**src/hdl/vau_pkg.sv**
```systemverilog
// ----------------------------------------------------------------------------
// Vertex attribute unpack package
// Shared types, codes and the format decode table.
// ----------------------------------------------------------------------------
package vau_pkg;

  localparam int QDepth = 4;
  localparam int QPtrW  = $clog2(QDepth);

  localparam logic [1:0] ST_OK    = 2'd0;
  localparam logic [1:0] ST_UNSUP = 2'd1;
  localparam logic [1:0] ST_INVAL = 2'd2;

  localparam logic [31:0] FP_ONE     = 32'h3f80_0000;
  localparam logic [31:0] FP_NEG_ONE = 32'hbf80_0000;

  typedef enum logic [3:0] {
    K_NONE, K_UN, K_UI, K_SN, K_SI, K_HF, K_FL, K_P44,
    K_P10UN, K_P10UI, K_P10SN, K_P10SI, K_UNSUP
  } kind_e;

  typedef enum logic [1:0] {OP_RAW, OP_UINT, OP_NORM, OP_HALF} op_e;

  typedef enum logic [2:0] {NK4, NK7, NK8, NK9, NK10, NK15, NK16} nk_e;

  typedef enum logic [2:0] {C_ZERO, C_UN, C_UI, C_SN, C_SI, C_HF, C_FL} cls_e;

  typedef enum logic [1:0] {FW8, FW10, FW16, FW32} fw_e;

  typedef struct packed {
    kind_e      kind;
    logic [2:0] size;
    logic [2:0] count;
  } desc_t;

  typedef struct packed {
    op_e         op;
    logic        sign;
    nk_e         nk;
    logic [31:0] mag;
  } lane_t;

  typedef struct packed {
    lane_t [3:0] lane;
    logic [1:0]  status;
  } cmd_t;

  typedef struct packed {
    logic [5:0]  format;
    logic [63:0] data_low;
    logic [63:0] data_high;
  } in_item_t;

  typedef struct packed {
    logic [31:0] comp_x;
    logic [31:0] comp_y;
    logic [31:0] comp_z;
    logic [31:0] comp_w;
    logic [1:0]  status;
  } out_item_t;

  function automatic desc_t fmt_decode(logic [5:0] f);
    desc_t d;
    d = '{kind: K_NONE, size: 3'd0, count: 3'd0};
    unique case (f)
      6'd1:  d = '{K_UN, 3'd1, 3'd1};
      6'd2:  d = '{K_UI, 3'd1, 3'd1};
      6'd3:  d = '{K_SN, 3'd1, 3'd1};
      6'd4:  d = '{K_SI, 3'd1, 3'd1};
      6'd5:  d = '{K_UI, 3'd1, 3'd1};
      6'd6:  d = '{K_SI, 3'd1, 3'd1};
      6'd7:  d = '{K_P44, 3'd1, 3'd2};
      6'd8:  d = '{K_UN, 3'd2, 3'd1};
      6'd9:  d = '{K_UI, 3'd2, 3'd1};
      6'd10: d = '{K_SN, 3'd2, 3'd1};
      6'd11: d = '{K_SI, 3'd2, 3'd1};
      6'd12: d = '{K_HF, 3'd2, 3'd1};
      6'd13: d = '{K_UI, 3'd2, 3'd1};
      6'd14: d = '{K_SI, 3'd2, 3'd1};
      6'd15: d = '{K_UN, 3'd1, 3'd2};
      6'd16: d = '{K_UI, 3'd1, 3'd2};
      6'd17: d = '{K_SN, 3'd1, 3'd2};
      6'd18: d = '{K_SI, 3'd1, 3'd2};
      6'd19: d = '{K_UI, 3'd1, 3'd2};
      6'd20: d = '{K_SI, 3'd1, 3'd2};
      6'd21: d = '{K_UN, 3'd2, 3'd2};
      6'd22: d = '{K_UI, 3'd2, 3'd2};
      6'd23: d = '{K_SN, 3'd2, 3'd2};
      6'd24: d = '{K_SI, 3'd2, 3'd2};
      6'd25: d = '{K_HF, 3'd2, 3'd2};
      6'd26: d = '{K_UI, 3'd2, 3'd2};
      6'd27: d = '{K_SI, 3'd2, 3'd2};
      6'd28: d = '{K_UNSUP, 3'd0, 3'd0};
      6'd29: d = '{K_UN, 3'd1, 3'd4};
      6'd30: d = '{K_UI, 3'd1, 3'd4};
      6'd31: d = '{K_SN, 3'd1, 3'd4};
      6'd32: d = '{K_SI, 3'd1, 3'd4};
      6'd33: d = '{K_UI, 3'd1, 3'd4};
      6'd34: d = '{K_SI, 3'd1, 3'd4};
      6'd35: d = '{K_P10UN, 3'd4, 3'd4};
      6'd36: d = '{K_P10UI, 3'd4, 3'd4};
      6'd37: d = '{K_P10SN, 3'd4, 3'd4};
      6'd38: d = '{K_P10SI, 3'd4, 3'd4};
      6'd39: d = '{K_UI, 3'd4, 3'd1};
      6'd40: d = '{K_SI, 3'd4, 3'd1};
      6'd41: d = '{K_FL, 3'd4, 3'd1};
      6'd42: d = '{K_UN, 3'd2, 3'd4};
      6'd43: d = '{K_SN, 3'd2, 3'd4};
      6'd44: d = '{K_UI, 3'd2, 3'd4};
      6'd45: d = '{K_SI, 3'd2, 3'd4};
      6'd46: d = '{K_HF, 3'd2, 3'd4};
      6'd47: d = '{K_UI, 3'd2, 3'd4};
      6'd48: d = '{K_SI, 3'd2, 3'd4};
      6'd49: d = '{K_UI, 3'd4, 3'd2};
      6'd50: d = '{K_SI, 3'd4, 3'd2};
      6'd51: d = '{K_FL, 3'd4, 3'd2};
      6'd52: d = '{K_UI, 3'd4, 3'd3};
      6'd53: d = '{K_SI, 3'd4, 3'd3};
      6'd54: d = '{K_FL, 3'd4, 3'd3};
      6'd55: d = '{K_UI, 3'd4, 3'd4};
      6'd56: d = '{K_SI, 3'd4, 3'd4};
      6'd57: d = '{K_FL, 3'd4, 3'd4};
      default: d = '{K_NONE, 3'd0, 3'd0};
    endcase
    return d;
  endfunction

endpackage

```
**src/hdl/vau_front.sv**
```systemverilog
// ----------------------------------------------------------------------------
// Vertex attribute unpack front end
// Decodes the format, assembles words and classifies each component lane.
// ----------------------------------------------------------------------------
module vau_front (
  input  logic               clk_i,
  input  logic               rst_ni,
  input  logic               cfg_we_i,
  input  logic               cfg_wdata_i,
  input  vau_pkg::in_item_t  item_i,
  output vau_pkg::cmd_t      cmd_o
);

  logic byte_order_q;

  always_ff @(posedge clk_i or negedge rst_ni) begin
    if (!rst_ni) begin
      byte_order_q <= 1'b0;
    end else if (cfg_we_i) begin
      byte_order_q <= cfg_wdata_i;
    end
  end

  always_comb begin
    logic [7:0]  b [16];
    logic [31:0] w1 [4];
    logic [31:0] w2 [4];
    logic [31:0] w4 [4];
    logic [31:0] fv;
    logic [31:0] mask;
    logic [31:0] negv;
    logic        sgn;
    logic        low_zero;
    vau_pkg::desc_t d;
    vau_pkg::cls_e  cls;
    vau_pkg::fw_e   fw;

    d = vau_pkg::fmt_decode(item_i.format);
    for (int k = 0; k < 8; k++) begin
      b[k]     = item_i.data_low[8*k +: 8];
      b[k + 8] = item_i.data_high[8*k +: 8];
    end
    for (int i = 0; i < 4; i++) begin
      w1[i] = {24'd0, b[i]};
      w2[i] = byte_order_q ? {16'd0, b[2*i], b[2*i+1]} : {16'd0, b[2*i+1], b[2*i]};
      w4[i] = byte_order_q ? {b[4*i], b[4*i+1], b[4*i+2], b[4*i+3]}
                           : {b[4*i+3], b[4*i+2], b[4*i+1], b[4*i]};
    end

    cmd_o.status = vau_pkg::ST_OK;
    if (d.kind == vau_pkg::K_NONE) cmd_o.status = vau_pkg::ST_INVAL;
    if (d.kind == vau_pkg::K_UNSUP) cmd_o.status = vau_pkg::ST_UNSUP;

    for (int i = 0; i < 4; i++) begin
      cls = vau_pkg::C_ZERO;
      fw  = vau_pkg::FW32;
      fv  = '0;
      case (d.kind)
        vau_pkg::K_P10UN, vau_pkg::K_P10UI, vau_pkg::K_P10SN, vau_pkg::K_P10SI: begin
          if (i == 3) begin
            cls = vau_pkg::C_UI;
            fv  = {30'd0, w4[0][31:30]};
          end else begin
            fw = vau_pkg::FW10;
            fv = {22'd0, w4[0][10*i +: 10]};
            case (d.kind)
              vau_pkg::K_P10UN: cls = vau_pkg::C_UN;
              vau_pkg::K_P10UI: cls = vau_pkg::C_UI;
              vau_pkg::K_P10SN: cls = vau_pkg::C_SN;
              default:          cls = vau_pkg::C_SI;
            endcase
          end
        end
        vau_pkg::K_UN, vau_pkg::K_UI, vau_pkg::K_SN, vau_pkg::K_SI,
        vau_pkg::K_HF, vau_pkg::K_FL: begin
          if (3'(i) < d.count) begin
            case (d.size)
              3'd1: begin fv = w1[i]; fw = vau_pkg::FW8; end
              3'd2: begin fv = w2[i]; fw = vau_pkg::FW16; end
              default: begin fv = w4[i]; fw = vau_pkg::FW32; end
            endcase
            case (d.kind)
              vau_pkg::K_UN: cls = vau_pkg::C_UN;
              vau_pkg::K_UI: cls = vau_pkg::C_UI;
              vau_pkg::K_SN: cls = vau_pkg::C_SN;
              vau_pkg::K_SI: cls = vau_pkg::C_SI;
              vau_pkg::K_HF: cls = vau_pkg::C_HF;
              default:       cls = vau_pkg::C_FL;
            endcase
          end
        end
        default: cls = vau_pkg::C_ZERO;
      endcase

      case (fw)
        vau_pkg::FW8:  begin mask = 32'h0000_00ff; sgn = fv[7];  end
        vau_pkg::FW10: begin mask = 32'h0000_03ff; sgn = fv[9];  end
        vau_pkg::FW16: begin mask = 32'h0000_ffff; sgn = fv[15]; end
        default:       begin mask = 32'hffff_ffff; sgn = fv[31]; end
      endcase
      negv     = (~fv + 32'd1) & mask;
      low_zero = ((fv & (mask >> 1)) == 32'd0);

      cmd_o.lane[i] = '{op: vau_pkg::OP_RAW, sign: 1'b0, nk: vau_pkg::NK8, mag: 32'd0};
      case (cls)
        vau_pkg::C_UN: begin
          cmd_o.lane[i].op  = vau_pkg::OP_NORM;
          cmd_o.lane[i].mag = fv;
          case (fw)
            vau_pkg::FW8:  cmd_o.lane[i].nk = vau_pkg::NK8;
            vau_pkg::FW10: cmd_o.lane[i].nk = vau_pkg::NK10;
            default:       cmd_o.lane[i].nk = vau_pkg::NK16;
          endcase
        end
        vau_pkg::C_SN: begin
          if (sgn && low_zero) begin
            cmd_o.lane[i].mag = vau_pkg::FP_NEG_ONE;
          end else begin
            cmd_o.lane[i].op   = vau_pkg::OP_NORM;
            cmd_o.lane[i].sign = sgn;
            cmd_o.lane[i].mag  = sgn ? negv : fv;
            case (fw)
              vau_pkg::FW8:  cmd_o.lane[i].nk = vau_pkg::NK7;
              vau_pkg::FW10: cmd_o.lane[i].nk = vau_pkg::NK9;
              default:       cmd_o.lane[i].nk = vau_pkg::NK15;
            endcase
          end
        end
        vau_pkg::C_UI: begin
          cmd_o.lane[i].op  = vau_pkg::OP_UINT;
          cmd_o.lane[i].mag = fv;
        end
        vau_pkg::C_SI: begin
          cmd_o.lane[i].op   = vau_pkg::OP_UINT;
          cmd_o.lane[i].sign = sgn;
          cmd_o.lane[i].mag  = sgn ? negv : fv;
        end
        vau_pkg::C_HF: begin
          cmd_o.lane[i].op  = vau_pkg::OP_HALF;
          cmd_o.lane[i].mag = fv;
        end
        vau_pkg::C_FL: cmd_o.lane[i].mag = fv;
        default: cmd_o.lane[i].mag = 32'd0;
      endcase
    end

    if (d.kind == vau_pkg::K_P44) begin
      cmd_o.lane[0] = '{op: vau_pkg::OP_NORM, sign: 1'b0, nk: vau_pkg::NK4,
                        mag: {28'd0, b[0][3:0]}};
      cmd_o.lane[1] = '{op: vau_pkg::OP_NORM, sign: 1'b0, nk: vau_pkg::NK4,
                        mag: {28'd0, b[0][7:4]}};
    end
  end

endmodule

```
**src/hdl/vau_queue.sv**
```systemverilog
// ----------------------------------------------------------------------------
// Vertex attribute unpack command queue
// Short queue that decouples the front end from the conversion back end.
// ----------------------------------------------------------------------------
module vau_queue (
  input  logic           clk_i,
  input  logic           rst_ni,
  input  logic           push_i,
  input  vau_pkg::cmd_t  wdata_i,
  output logic           full_o,
  input  logic           pop_i,
  output logic           empty_o,
  output vau_pkg::cmd_t  rdata_o
);

  vau_pkg::cmd_t              mem_q [vau_pkg::QDepth];
  logic [vau_pkg::QPtrW-1:0]  wr_q, rd_q;
  logic [vau_pkg::QPtrW:0]    cnt_q;

  assign full_o  = (cnt_q == (vau_pkg::QPtrW+1)'(vau_pkg::QDepth));
  assign empty_o = (cnt_q == '0);
  assign rdata_o = mem_q[rd_q];

  always_ff @(posedge clk_i) begin
    if (push_i) begin
      mem_q[wr_q] <= wdata_i;
    end
  end

  always_ff @(posedge clk_i or negedge rst_ni) begin
    if (!rst_ni) begin
      wr_q  <= '0;
      rd_q  <= '0;
      cnt_q <= '0;
    end else begin
      if (push_i) wr_q <= wr_q + 1'b1;
      if (pop_i) rd_q <= rd_q + 1'b1;
      if (push_i && !pop_i) cnt_q <= cnt_q + 1'b1;
      else if (pop_i && !push_i) cnt_q <= cnt_q - 1'b1;
    end
  end

endmodule

```
**src/hdl/vau_back.sv**
```systemverilog
// ----------------------------------------------------------------------------
// Vertex attribute unpack back end
// Leading-zero stage, then normalize/round stage into the result register.
// ----------------------------------------------------------------------------
module vau_back (
  input  logic                clk_i,
  input  logic                rst_ni,
  input  logic                cmd_valid_i,
  input  vau_pkg::cmd_t       cmd_i,
  output logic                cmd_pop_o,
  output logic                empty_o,
  input  logic                pop_i,
  output vau_pkg::out_item_t  out_item_o
);

  function automatic logic [5:0] lzc32(logic [31:0] v);
    logic [5:0] n;
    logic       hit;
    n   = 6'd32;
    hit = 1'b0;
    for (int k = 31; k >= 0; k--) begin
      if (v[k] && !hit) begin
        n   = 6'(31 - k);
        hit = 1'b1;
      end
    end
    return n;
  endfunction

  function automatic logic [31:0] finish(vau_pkg::lane_t l, logic [5:0] lz);
    logic [31:0] r;
    logic [31:0] sh;
    logic [95:0] w96;
    logic [63:0] t;
    logic [31:0] kmask;
    logic [30:0] base;
    logic        up;
    logic [9:0]  mn;
    r = l.mag;
    unique case (l.op)
      vau_pkg::OP_UINT: begin
        sh   = l.mag << lz[4:0];
        up   = sh[7] & ((|sh[6:0]) | sh[8]);
        base = {8'd158 - {2'd0, lz}, sh[30:8]} + 31'(up);
        r    = (l.mag == 32'd0) ? 32'd0 : {l.sign, base};
      end
      vau_pkg::OP_NORM: begin
        case (l.nk)
          vau_pkg::NK4:  begin kmask = 32'h000f; w96 = {24{l.mag[3:0]}}; end
          vau_pkg::NK7:  begin kmask = 32'h007f; w96 = {{13{l.mag[6:0]}}, 5'd0}; end
          vau_pkg::NK8:  begin kmask = 32'h00ff; w96 = {12{l.mag[7:0]}}; end
          vau_pkg::NK9:  begin kmask = 32'h01ff; w96 = {{10{l.mag[8:0]}}, 6'd0}; end
          vau_pkg::NK10: begin kmask = 32'h03ff; w96 = {{9{l.mag[9:0]}}, 6'd0}; end
          vau_pkg::NK15: begin kmask = 32'h7fff; w96 = {{6{l.mag[14:0]}}, 6'd0}; end
          default:       begin kmask = 32'hffff; w96 = {6{l.mag[15:0]}}; end
        endcase
        t    = w96[95:32] << lz[4:0];
        base = {8'd126 - {2'd0, lz}, t[62:40]} + 31'(t[39]);
        if (l.mag == 32'd0) r = 32'd0;
        else if (l.mag == kmask) r = {l.sign, vau_pkg::FP_ONE[30:0]};
        else r = {l.sign, base};
      end
      vau_pkg::OP_HALF: begin
        mn = 10'({1'b0, l.mag[9:0]} << (lz[3:0] + 4'd1));
        if (l.mag[14:10] == 5'd0) begin
          if (l.mag[9:0] == 10'd0) r = {l.mag[15], 31'd0};
          else r = {l.mag[15], 8'd112 - {2'd0, lz}, mn, 13'd0};
        end else if (l.mag[14:10] == 5'h1f) begin
          r = {l.mag[15], 8'hff, l.mag[9:0], 13'd0};
        end else begin
          r = {l.mag[15], {3'd0, l.mag[14:10]} + 8'd112, l.mag[9:0], 13'd0};
        end
      end
      default: r = l.mag;
    endcase
    return r;
  endfunction

  vau_pkg::cmd_t       s1_q;
  logic [3:0][5:0]     lz_q;
  logic [3:0][5:0]     lz_d;
  logic                s1_v_q, o_v_q;
  logic                s1_load, o_load;
  vau_pkg::out_item_t  out_q, out_d;

  assign o_load    = s1_v_q && (!o_v_q || pop_i);
  assign s1_load   = !s1_v_q || o_load;
  assign cmd_pop_o = cmd_valid_i && s1_load;
  assign empty_o   = !o_v_q;
  assign out_item_o = out_q;

  always_comb begin
    logic [31:0] al;
    for (int i = 0; i < 4; i++) begin
      al = 32'd0;
      case (cmd_i.lane[i].op)
        vau_pkg::OP_UINT: al = cmd_i.lane[i].mag;
        vau_pkg::OP_HALF: al = {cmd_i.lane[i].mag[9:0], 22'd0};
        vau_pkg::OP_NORM: begin
          case (cmd_i.lane[i].nk)
            vau_pkg::NK4:  al = {cmd_i.lane[i].mag[3:0], 28'd0};
            vau_pkg::NK7:  al = {cmd_i.lane[i].mag[6:0], 25'd0};
            vau_pkg::NK8:  al = {cmd_i.lane[i].mag[7:0], 24'd0};
            vau_pkg::NK9:  al = {cmd_i.lane[i].mag[8:0], 23'd0};
            vau_pkg::NK10: al = {cmd_i.lane[i].mag[9:0], 22'd0};
            vau_pkg::NK15: al = {cmd_i.lane[i].mag[14:0], 17'd0};
            default:       al = {cmd_i.lane[i].mag[15:0], 16'd0};
          endcase
        end
        default: al = 32'd0;
      endcase
      lz_d[i] = lzc32(al);
    end
  end

  always_comb begin
    out_d.comp_x = finish(s1_q.lane[0], lz_q[0]);
    out_d.comp_y = finish(s1_q.lane[1], lz_q[1]);
    out_d.comp_z = finish(s1_q.lane[2], lz_q[2]);
    out_d.comp_w = finish(s1_q.lane[3], lz_q[3]);
    out_d.status = s1_q.status;
  end

  always_ff @(posedge clk_i) begin
    if (cmd_pop_o) begin
      s1_q <= cmd_i;
      lz_q <= lz_d;
    end
    if (o_load) begin
      out_q <= out_d;
    end
  end

  always_ff @(posedge clk_i or negedge rst_ni) begin
    if (!rst_ni) begin
      s1_v_q <= 1'b0;
      o_v_q  <= 1'b0;
    end else begin
      if (s1_load) s1_v_q <= cmd_valid_i;
      if (o_load) o_v_q <= 1'b1;
      else if (pop_i) o_v_q <= 1'b0;
    end
  end

endmodule

```
**src/hdl/vertex_attribute_unpack.sv**
```systemverilog
// ----------------------------------------------------------------------------
// Vertex attribute unpack
// Converts one raw vertex attribute element into four IEEE single components.
// ----------------------------------------------------------------------------
// Takes one attribute element per cycle when full is low and gives one result
// per cycle while pop keeps up. A result passes in order through the four-entry
// command queue behind the decoder, the leading-zero stage of the conversion
// lanes and the result register, where it sits until popped. byte_order is
// written through cfg_we_i and cfg_wdata_i and applies to items pushed after
// the write.
module vertex_attribute_unpack (
  input  logic                clk_i,
  input  logic                rst_ni,
  input  logic                cfg_we_i,
  input  logic                cfg_wdata_i,
  input  logic                push,
  output logic                full,
  input  vau_pkg::in_item_t   in_item_i,
  output logic                empty,
  input  logic                pop,
  output vau_pkg::out_item_t  out_item_o
);

  vau_pkg::cmd_t  cmd_in, cmd_out;
  logic           q_empty, q_pop, q_push;

  assign q_push = push && !full;

  vau_front u_front (
    .clk_i       (clk_i),
    .rst_ni      (rst_ni),
    .cfg_we_i    (cfg_we_i),
    .cfg_wdata_i (cfg_wdata_i),
    .item_i      (in_item_i),
    .cmd_o       (cmd_in)
  );

  vau_queue u_queue (
    .clk_i   (clk_i),
    .rst_ni  (rst_ni),
    .push_i  (q_push),
    .wdata_i (cmd_in),
    .full_o  (full),
    .pop_i   (q_pop),
    .empty_o (q_empty),
    .rdata_o (cmd_out)
  );

  vau_back u_back (
    .clk_i       (clk_i),
    .rst_ni      (rst_ni),
    .cmd_valid_i (!q_empty),
    .cmd_i       (cmd_out),
    .cmd_pop_o   (q_pop),
    .empty_o     (empty),
    .pop_i       (pop),
    .out_item_o  (out_item_o)
  );

`ifndef NO_ASSERTIONS
  a_pop_nonempty: assert property (@(posedge clk_i) disable iff (!rst_ni)
    q_pop |-> !q_empty) else $error("queue popped while empty");

  a_push_lands: assert property (@(posedge clk_i) disable iff (!rst_ni)
    q_push |=> !q_empty) else $error("pushed transaction missing from queue");

  a_bad_status_zero: assert property (@(posedge clk_i) disable iff (!rst_ni)
    (!empty && out_item_o.status != vau_pkg::ST_OK) |->
      (out_item_o.comp_x == 32'd0 && out_item_o.comp_y == 32'd0 &&
       out_item_o.comp_z == 32'd0 && out_item_o.comp_w == 32'd0))
    else $error("nonzero components on failed format");
`endif

endmodule

```
**config.mk**
```make
export PLATFORM = sky130hd
export DESIGN_NAME = vertex_attribute_unpack
export DESIGN_NICKNAME = d
export VERILOG_FILES = /design/src/hdl/vau_pkg.sv /design/src/hdl/vau_front.sv /design/src/hdl/vau_queue.sv /design/src/hdl/vau_back.sv /design/src/hdl/vertex_attribute_unpack.sv
export SDC_FILE = /design/constraint.sdc
export NUM_CORES = 2
export LEC_CHECK = 0
export ABC_AREA = 1
export BUFFER_PORTS_ARGS = -buffer_cell sky130_fd_sc_hd__buf_2
export CAP_MARGIN = 20
export CORE_MARGIN = 5
export CORE_UTILIZATION = 45
export DETAILED_ROUTE_END_ITERATION = 10
export MAX_ROUTING_LAYER = met4
export PLACE_DENSITY = 0.62
export SYNTH_ARGS = -nofsm -noshare
export SYNTH_HDL_FRONTEND = slang
export SYNTH_SLANG_ARGS = --single-unit
```
**constraint.sdc**
```tcl
create_clock -name clk_i -period 7.24 [get_ports clk_i]
set_input_delay 0.362 -clock clk_i [delete_from_list [all_inputs] [get_ports clk_i]]
set_output_delay 0.362 -clock clk_i [all_outputs]
set_load 0.03 [all_outputs]
```
# Yosys cells after proc, flatten, opt, wreduce, memory -nomap -nowiden
# Memories as Yosys holds them, arrays and structs flattened.
# Cells that the tools add are included.
# Widths: inputs -> output; s select.
[classes]
add_sub_neg = 36
n_lt_le_gt_ge = 4
n_eq_ne = 119
shifts = 12
mux = 392
n_bitwise = 20
reduce_logical = 331
[op_table]
columns = ["cell", "n"]
rows = [
  ["$pmux 96 s6", 4],
  ["$pmux 32 s3", 16],
  ["$mux 32", 28],
  ["$pmux 32 s6", 4],
  ["$pmux 32 s2", 8],
  ["$mux 31", 16],
  ["$mux 96", 4],
  ["$pmux 16 s6", 4],
  ["$mux 5", 60],
  ["$logic_not 32->1", 8],
  ["$shl 64x5->63", 4],
  ["$add 31x1->31", 8],
  ["$logic_and 1x1->1", 133],
  ["$mux 1", 132],
  ["$logic_not 1->1", 130],
  ["$add 32x1->32 const B", 4],
  ["$and 32x31->32", 4],
  ["$and 32x32->32", 4],
  ["$eq 32x32->1", 4],
  ["$mux 4", 32],
  ["$not 32->32", 4],
  ["$shl 32x5->31", 4],
  ["$reduce_or 31->1", 4],
  ["$pmux 3 s2", 16],
  ["46 further kinds", 279],
]
[totals]
regBits = 318
ramBits = 616
mem_bits_ro = 640
input_bits = 140
output_inout_bits = 132
word_cells = 968
memories = 2
[mem_list]
columns = ["name", "depth", "word_bits", "rd", "rd_clocked_by_memory_dff", "write_ports", "line", "rtl"]
rows = [
  ["(no name shown)", 64, 10, 1, 0, 0, "vau_pkg.sv:65", "unique case (f)"],
  ["u_queue.mem_q", 4, 154, 1, 0, 1, "vau_queue.sv:16", "vau_pkg::cmd_t mem_q [vau_pkg::QDepth];"],
]

# Longest topological paths before layout
# An unclocked memory read counts as a cell.
[depth]
ltp_word = 98
depth_mapped = 34
ltp_nobuf = 33

# Cells and area by module
# Synthesis repeated with hierarchy kept, for this count alone.
[hier_totals]
cells_unflattened = 12657
hier_area_um2 = 84282.1
[modules_own_cells]
columns = ["mod", "instances", "cells_per_inst", "area_each_um2", "seq_area_each_um2"]
rows = [
  ["vau_back", 1, 8130, 46598.4, 9298.9],
  ["vau_queue", 1, 1845, 25190.4, 18672.9],
  ["vau_front", 1, 2679, 12479.5, 25.0],
  ["vertex_attribute_unpack", 1, 3, 13.8, 0.0],
]

# Worst setup path before layout
# No wires, ideal clock.
[synth_timing]
path_kind = "reg2reg"
start = "register u_queue.cnt_q[0] in the netlist's numbering"
end = "memory u_queue.mem_q[0][0] in the netlist's numbering, enable pin"
setup_time_ns = 0.670
arrival_time_ns = 7.382
required_ns = 6.570
path_slack_ns = -0.812
stages_incl_launch_ff = 5
n_path_buf = 0
synth_period_minus_slack_ns = 8.052
cell_sequence = "dfrtp_1 -> nor3_1 -> nor2_1 -> inv_1 -> nor2_1"
[synth_between]
elab_chain_cells = 5
[synth_rtl]
columns = ["item", "line", "rtl"]
rows = [
  ["start, declared", "vau_queue.sv:18", "logic [vau_pkg::QPtrW:0] cnt_q;"],
  ["start signal, assigned", "vau_queue.sv:38", "if (push_i && !pop_i) cnt_q <= cnt_q + 1'b1;"],
  ["start signal, assigned", "vau_queue.sv:39", "else if (pop_i && !push_i) cnt_q <= cnt_q - 1'b1;"],
  ["$eq 3x3->1", "vau_queue.sv:20", "assign full_o = (cnt_q == (vau_pkg::QPtrW+1)'(vau_pkg::QDepth));"],
  ["net full", "vertex_attribute_unpack.sv:17", "output logic full,"],
  ["$logic_not 1->1", "vertex_attribute_unpack.sv:27", "assign q_push = push && !full;"],
  ["$logic_and 1x1->1", "vertex_attribute_unpack.sv:27", ""],
  ["net q_push", "vertex_attribute_unpack.sv:25", "logic q_empty, q_pop, q_push;"],
  ["$mux 1", "vau_queue.sv:25", "if (push_i) begin"],
  ["$mux 1 (not written as such)", "vau_queue.sv:26", "mem_q[wr_q] <= wdata_i;"],
  ["end, declared", "vau_queue.sv:16", ""],
]
# The timed path passes the listed nets, and every way through them passes these cells.

==> impl_metrics.py <==
metrics = {
    "clock_tree": {
        "clkSinkCount": 934,
        "cts_root_buf": "sky130_fd_sc_hd__clkbuf_16",
        "cts_max_level": 3,
        "cts.clk_slew.worst_paths_ps": 80,
        "post_cts_hold_buffer_count": 5,
        "tritoncts": "built",
        "clockBufferDepth": 3,
        "tritoncts.num_buffers": 98,
        "post_cts.repair.setup_buffers": 0,
        "clock_latency_ps": 750,
        "cts_resized": 0,
    },
    "drt": {
        "routed_wire_length_per_instance_um": 24.5,
        "detailroute.via_count": 87700,
        "number_of_search_and_repair_iterations_in_the_first_detailed_routing_pass": 9,
        "drt_first_iter_violations": 12400,
        "via_per_inst": 6.20,
        "drtAntennaViolNets": 0,
        "drc_errors_left": 0,
        "postRouteWirelength_mm": 346,
    },
    "cells_and_area": {
        "register_area_um2": 28000,
        "multi_input_gate_area_um2": 44100,
        "layout.nets": 11900,
        "final-instance-count-excl-fill": 14100,
        "num-fill-cells": 18100,
        "drive_above_1_share": 0.0724,
        "areaGrowthSynthToFinish_pct": 7.58,
    },
    "synth": {
        "synth-edff-count": 924,
        "ys_types": 89,
        "part_of_the_yosys_area_used_for_sequential_elements": 0.351,
        "proportion_of_register_bits_with_asynchronous_set_or_reset_after_synthesis": 0.0107,
        "number_of_flip_flops_and_latches_in_the_synthesized_netlist": 934,
        "synth_largest_type_area_fraction": 0.348,
        "synthCells": 11800,
        "dominant_cell_type_by_area_after_synthesis": "sky130_fd_sc_hd__edfxtp_1",
        "synth_flop_cell": "sky130_fd_sc_hd__edfxtp_1",
        "synth_area_leaders": "sky130_fd_sc_hd__edfxtp_1 35%, sky130_fd_sc_hd__nand2_1 14%, sky130_fd_sc_hd__o21ai_0 9.0%",
        "ys.warnings.count": 0,
        "post_synth.cell_area_avg_um2": 6.75,
        "netlist_area_before_placement_um2": 79700,
        "syn_nets": 12000,
    },
    "setup_path": {
        "critical_path.startpoint_type": "register",
        "worst-r2r-cell-count": 25,
        "endpoint": "u_back.out_item_o[60]$_DFFE_PP_",
        "worst_flop_to_flop_path_startpoint": "u_back.s1_q[112]$_DFFE_PP_",
        "critPathMaxFanout": 8,
        "r2r_end": "u_back.out_item_o[60]$_DFFE_PP_",
        "setup.worst_path.class": "reg2reg",
        "end_kind": "register",
        "worst_ep_required_time_ps": 7700,
        "rrSetupSlack_ps": 1190,
        "cp_data_arrival_time_ps": 6500,
        "startpoint": "u_back.s1_q[112]$_DFFE_PP_",
    },
    "global_routing": {
        "grt.total_usage": 0.365,
        "grt_pass1_wl_mm": 509,
        "grt_overflow_total": 0,
        "antenna_found_initial": 10,
        "maximum_number_of_pins_on_one_net_before_global_route_repair": 161,
        "number_of_global_route_vias_before_repair": 78800,
    },
    "worst_hold_path": {
        "worst_hold_path_type": "in2async",
    },
    "outcome": {
        "status": "finished clean",
    },
    "place": {
        "post-dp-hpwl_mm": 266,
        "count_of_input_and_output_buffers": 271,
        "place.gp.congestion": 1.06,
        "place_ws_ps": 1200,
        "place.detailed.instances": 13900,
    },
    "run": {
        "maxCapViolCount": 0,
    },
    "die": {
        "floorplan.die_area_um2": 186000,
        "io-pin-count": 272,
        "chipHeight_um": 431,
        "core_area_um2": 176000,
        "chipWidth_um": 431,
        "start_util": 0.452,
        "rows": 154,
    },
    "sta": {
        "holdWs_ps": 64.4,
        "hold_viol_final": 0,
        "setup_viol_count_final": 0,
        "post-route-period-util": 0.835,
        "rsz_0062_raised_after_global_routing": "no",
        "max_freq_ghz": 0.165,
        "final_critical_path_setup_slack_ps": 1190,
        "worst_clock_skew_ps": 44.0,
        "timing_max_transition_violations_final": 0,
        "worstMarginPinSlew_ps": 1150,
        "crit_path_time_final_ps": 6050,
        "slew_headroom": 0.229,
    },
}
==> worst min-delay path by stage <==
stage	startpoint	to	slack, ps	cells after the start
after floorplan	rst_ni	u_back.o_v_q$_DFFE_PN0P_	70	0
after global placement	rst_ni	u_front.byte_order_q$_DFFE_PN0P_	300	1
after detailed placement	rst_ni	u_front.byte_order_q$_DFFE_PN0P_	300	1
after CTS	rst_ni	u_front.byte_order_q$_DFFE_PN0P_	2	2
after global routing	rst_ni	u_front.byte_order_q$_DFFE_PN0P_	50	2
final	rst_ni	u_front.byte_order_q$_DFFE_PN0P_	60	2
==> sequential cells by signal, indices dropped and copies added, names as in the netlist <==
signal,count
u_back.lz_q,24
u_back.s1_v_q,1
u_queue.cnt_q,3
u_front.byte_order_q,1
u_queue.wr_q,2
u_back.out_item_o,130
u_queue.mem_q,616
u_back.o_v_q,1
u_back.s1_q,152
u_queue.rd_q,2
u_back.out_d,2
==> cells by family after synthesis <==
family                   count (synthesis)  synth area share
AO/OA/AOI/OAI                         2845             0.209
XOR/XNOR                               115            0.0126
adder cells (fa/ha/maj)                 55           0.00873
buffers and inverters                 1886            0.0952
flip-flops                             934             0.351
multiplexers                            98            0.0123
AND/OR/NAND/NOR                       5879             0.311
==> final cells by class <==
| type | count | area share |
|---|---|---|
| Timing Repair Buffer | 420 | 0.0305 |
| Clock inverter | 67 | 0.00763 |
| Tap cell | 2340 | 0.0342 |
| Inverter | 1266 | 0.0558 |
| Sequential cell | 934 | 0.327 |
| Antenna cell | 7 | 0.000204 |
| Multi-Input combinational cell | 8992 | 0.515 |
| Clock buffer | 114 | 0.0300 |
==> cells in the mapped netlist (all sizes together) (18+ instances only) <==
library cell and n:
nand2 3065, nor2 1543, o21ai 1531, inv 1235, edfxtp 924, nand3 662, a21oi 418, clkbuf 374
buf 246, nand4 215, o22ai 204, nor3 195, o211ai 149, a31oi 102, mux2i 97, xor2 97
or2 73, nor4 71, o2111ai 63, o221ai 58, ha 54, o31ai 52, a41oi 46, clkinv 31
a22o 28, a22oi 26, o41ai 26, o311ai 24, a221oi 18, and2 18, xnor2 18
==> metrics by stage <==
step                      setup TNS (ps)  cell area [um^2]  utilization
after floorplan                  -512180             79700            -
after global placement                 0             82400        0.468
after detailed placement               0             82400        0.468
after CTS                              0             85700        0.487
after global routing                   0             85700        0.487
final                                  0             85700        0.487
==> layout by cell type (no fill, tap or decap), types with 134 or more instances in the layout <==
master	instances
sky130_fd_sc_hd__nand2_1	3035
sky130_fd_sc_hd__nor2_1	1492
sky130_fd_sc_hd__o22ai_1	204
sky130_fd_sc_hd__o211ai_1	139
sky130_fd_sc_hd__a21oi_1	409
sky130_fd_sc_hd__buf_2	271
sky130_fd_sc_hd__inv_1	1178
sky130_fd_sc_hd__o21ai_0	1429
sky130_fd_sc_hd__nor3_1	186
sky130_fd_sc_hd__nand3_1	659
sky130_fd_sc_hd__nand4_1	194
sky130_fd_sc_hd__buf_4	134
sky130_fd_sc_hd__edfxtp_1	924
==> per-layer routing <==
metal	wire, um	GRT usage	up-vias
met3	37700	0.0638	700
met1	152000	0.532	41500
li1	-	-	40200
met4	12400	0.114	0
met2	144000	0.515	5249
met5	0	-	-
==> critical path, stage by stage (launching register included) <==
cell and delay (ps):
sky130_fd_sc_hd__edfxtp_1 570, sky130_fd_sc_hd__inv_1 180, sky130_fd_sc_hd__nand2_1 200, sky130_fd_sc_hd__nor2_1 420, sky130_fd_sc_hd__nand2_1 290, sky130_fd_sc_hd__nand2_1 130, sky130_fd_sc_hd__inv_1 50, sky130_fd_sc_hd__a41oi_1 380
sky130_fd_sc_hd__nand2_1 90, sky130_fd_sc_hd__o21ai_0 210, sky130_fd_sc_hd__o21ai_0 230, sky130_fd_sc_hd__o21ai_0 240, sky130_fd_sc_hd__inv_1 80, sky130_fd_sc_hd__nand2_1 60, sky130_fd_sc_hd__o21ai_0 120, sky130_fd_sc_hd__o21ai_0 700
sky130_fd_sc_hd__nand2_1 190, sky130_fd_sc_hd__nor2_1 260, sky130_fd_sc_hd__nand2_1 80, sky130_fd_sc_hd__nor2_1 140, sky130_fd_sc_hd__nand2_1 200, sky130_fd_sc_hd__nor3_1 390, sky130_fd_sc_hd__or2_2 190, sky130_fd_sc_hd__nand3_1 70
sky130_fd_sc_hd__nand2_1 90, sky130_fd_sc_hd__o2111ai_1 170
Power is not shown: default switching activity piles up to over one toggle a cycle in this logic, so the estimate is an artifact.
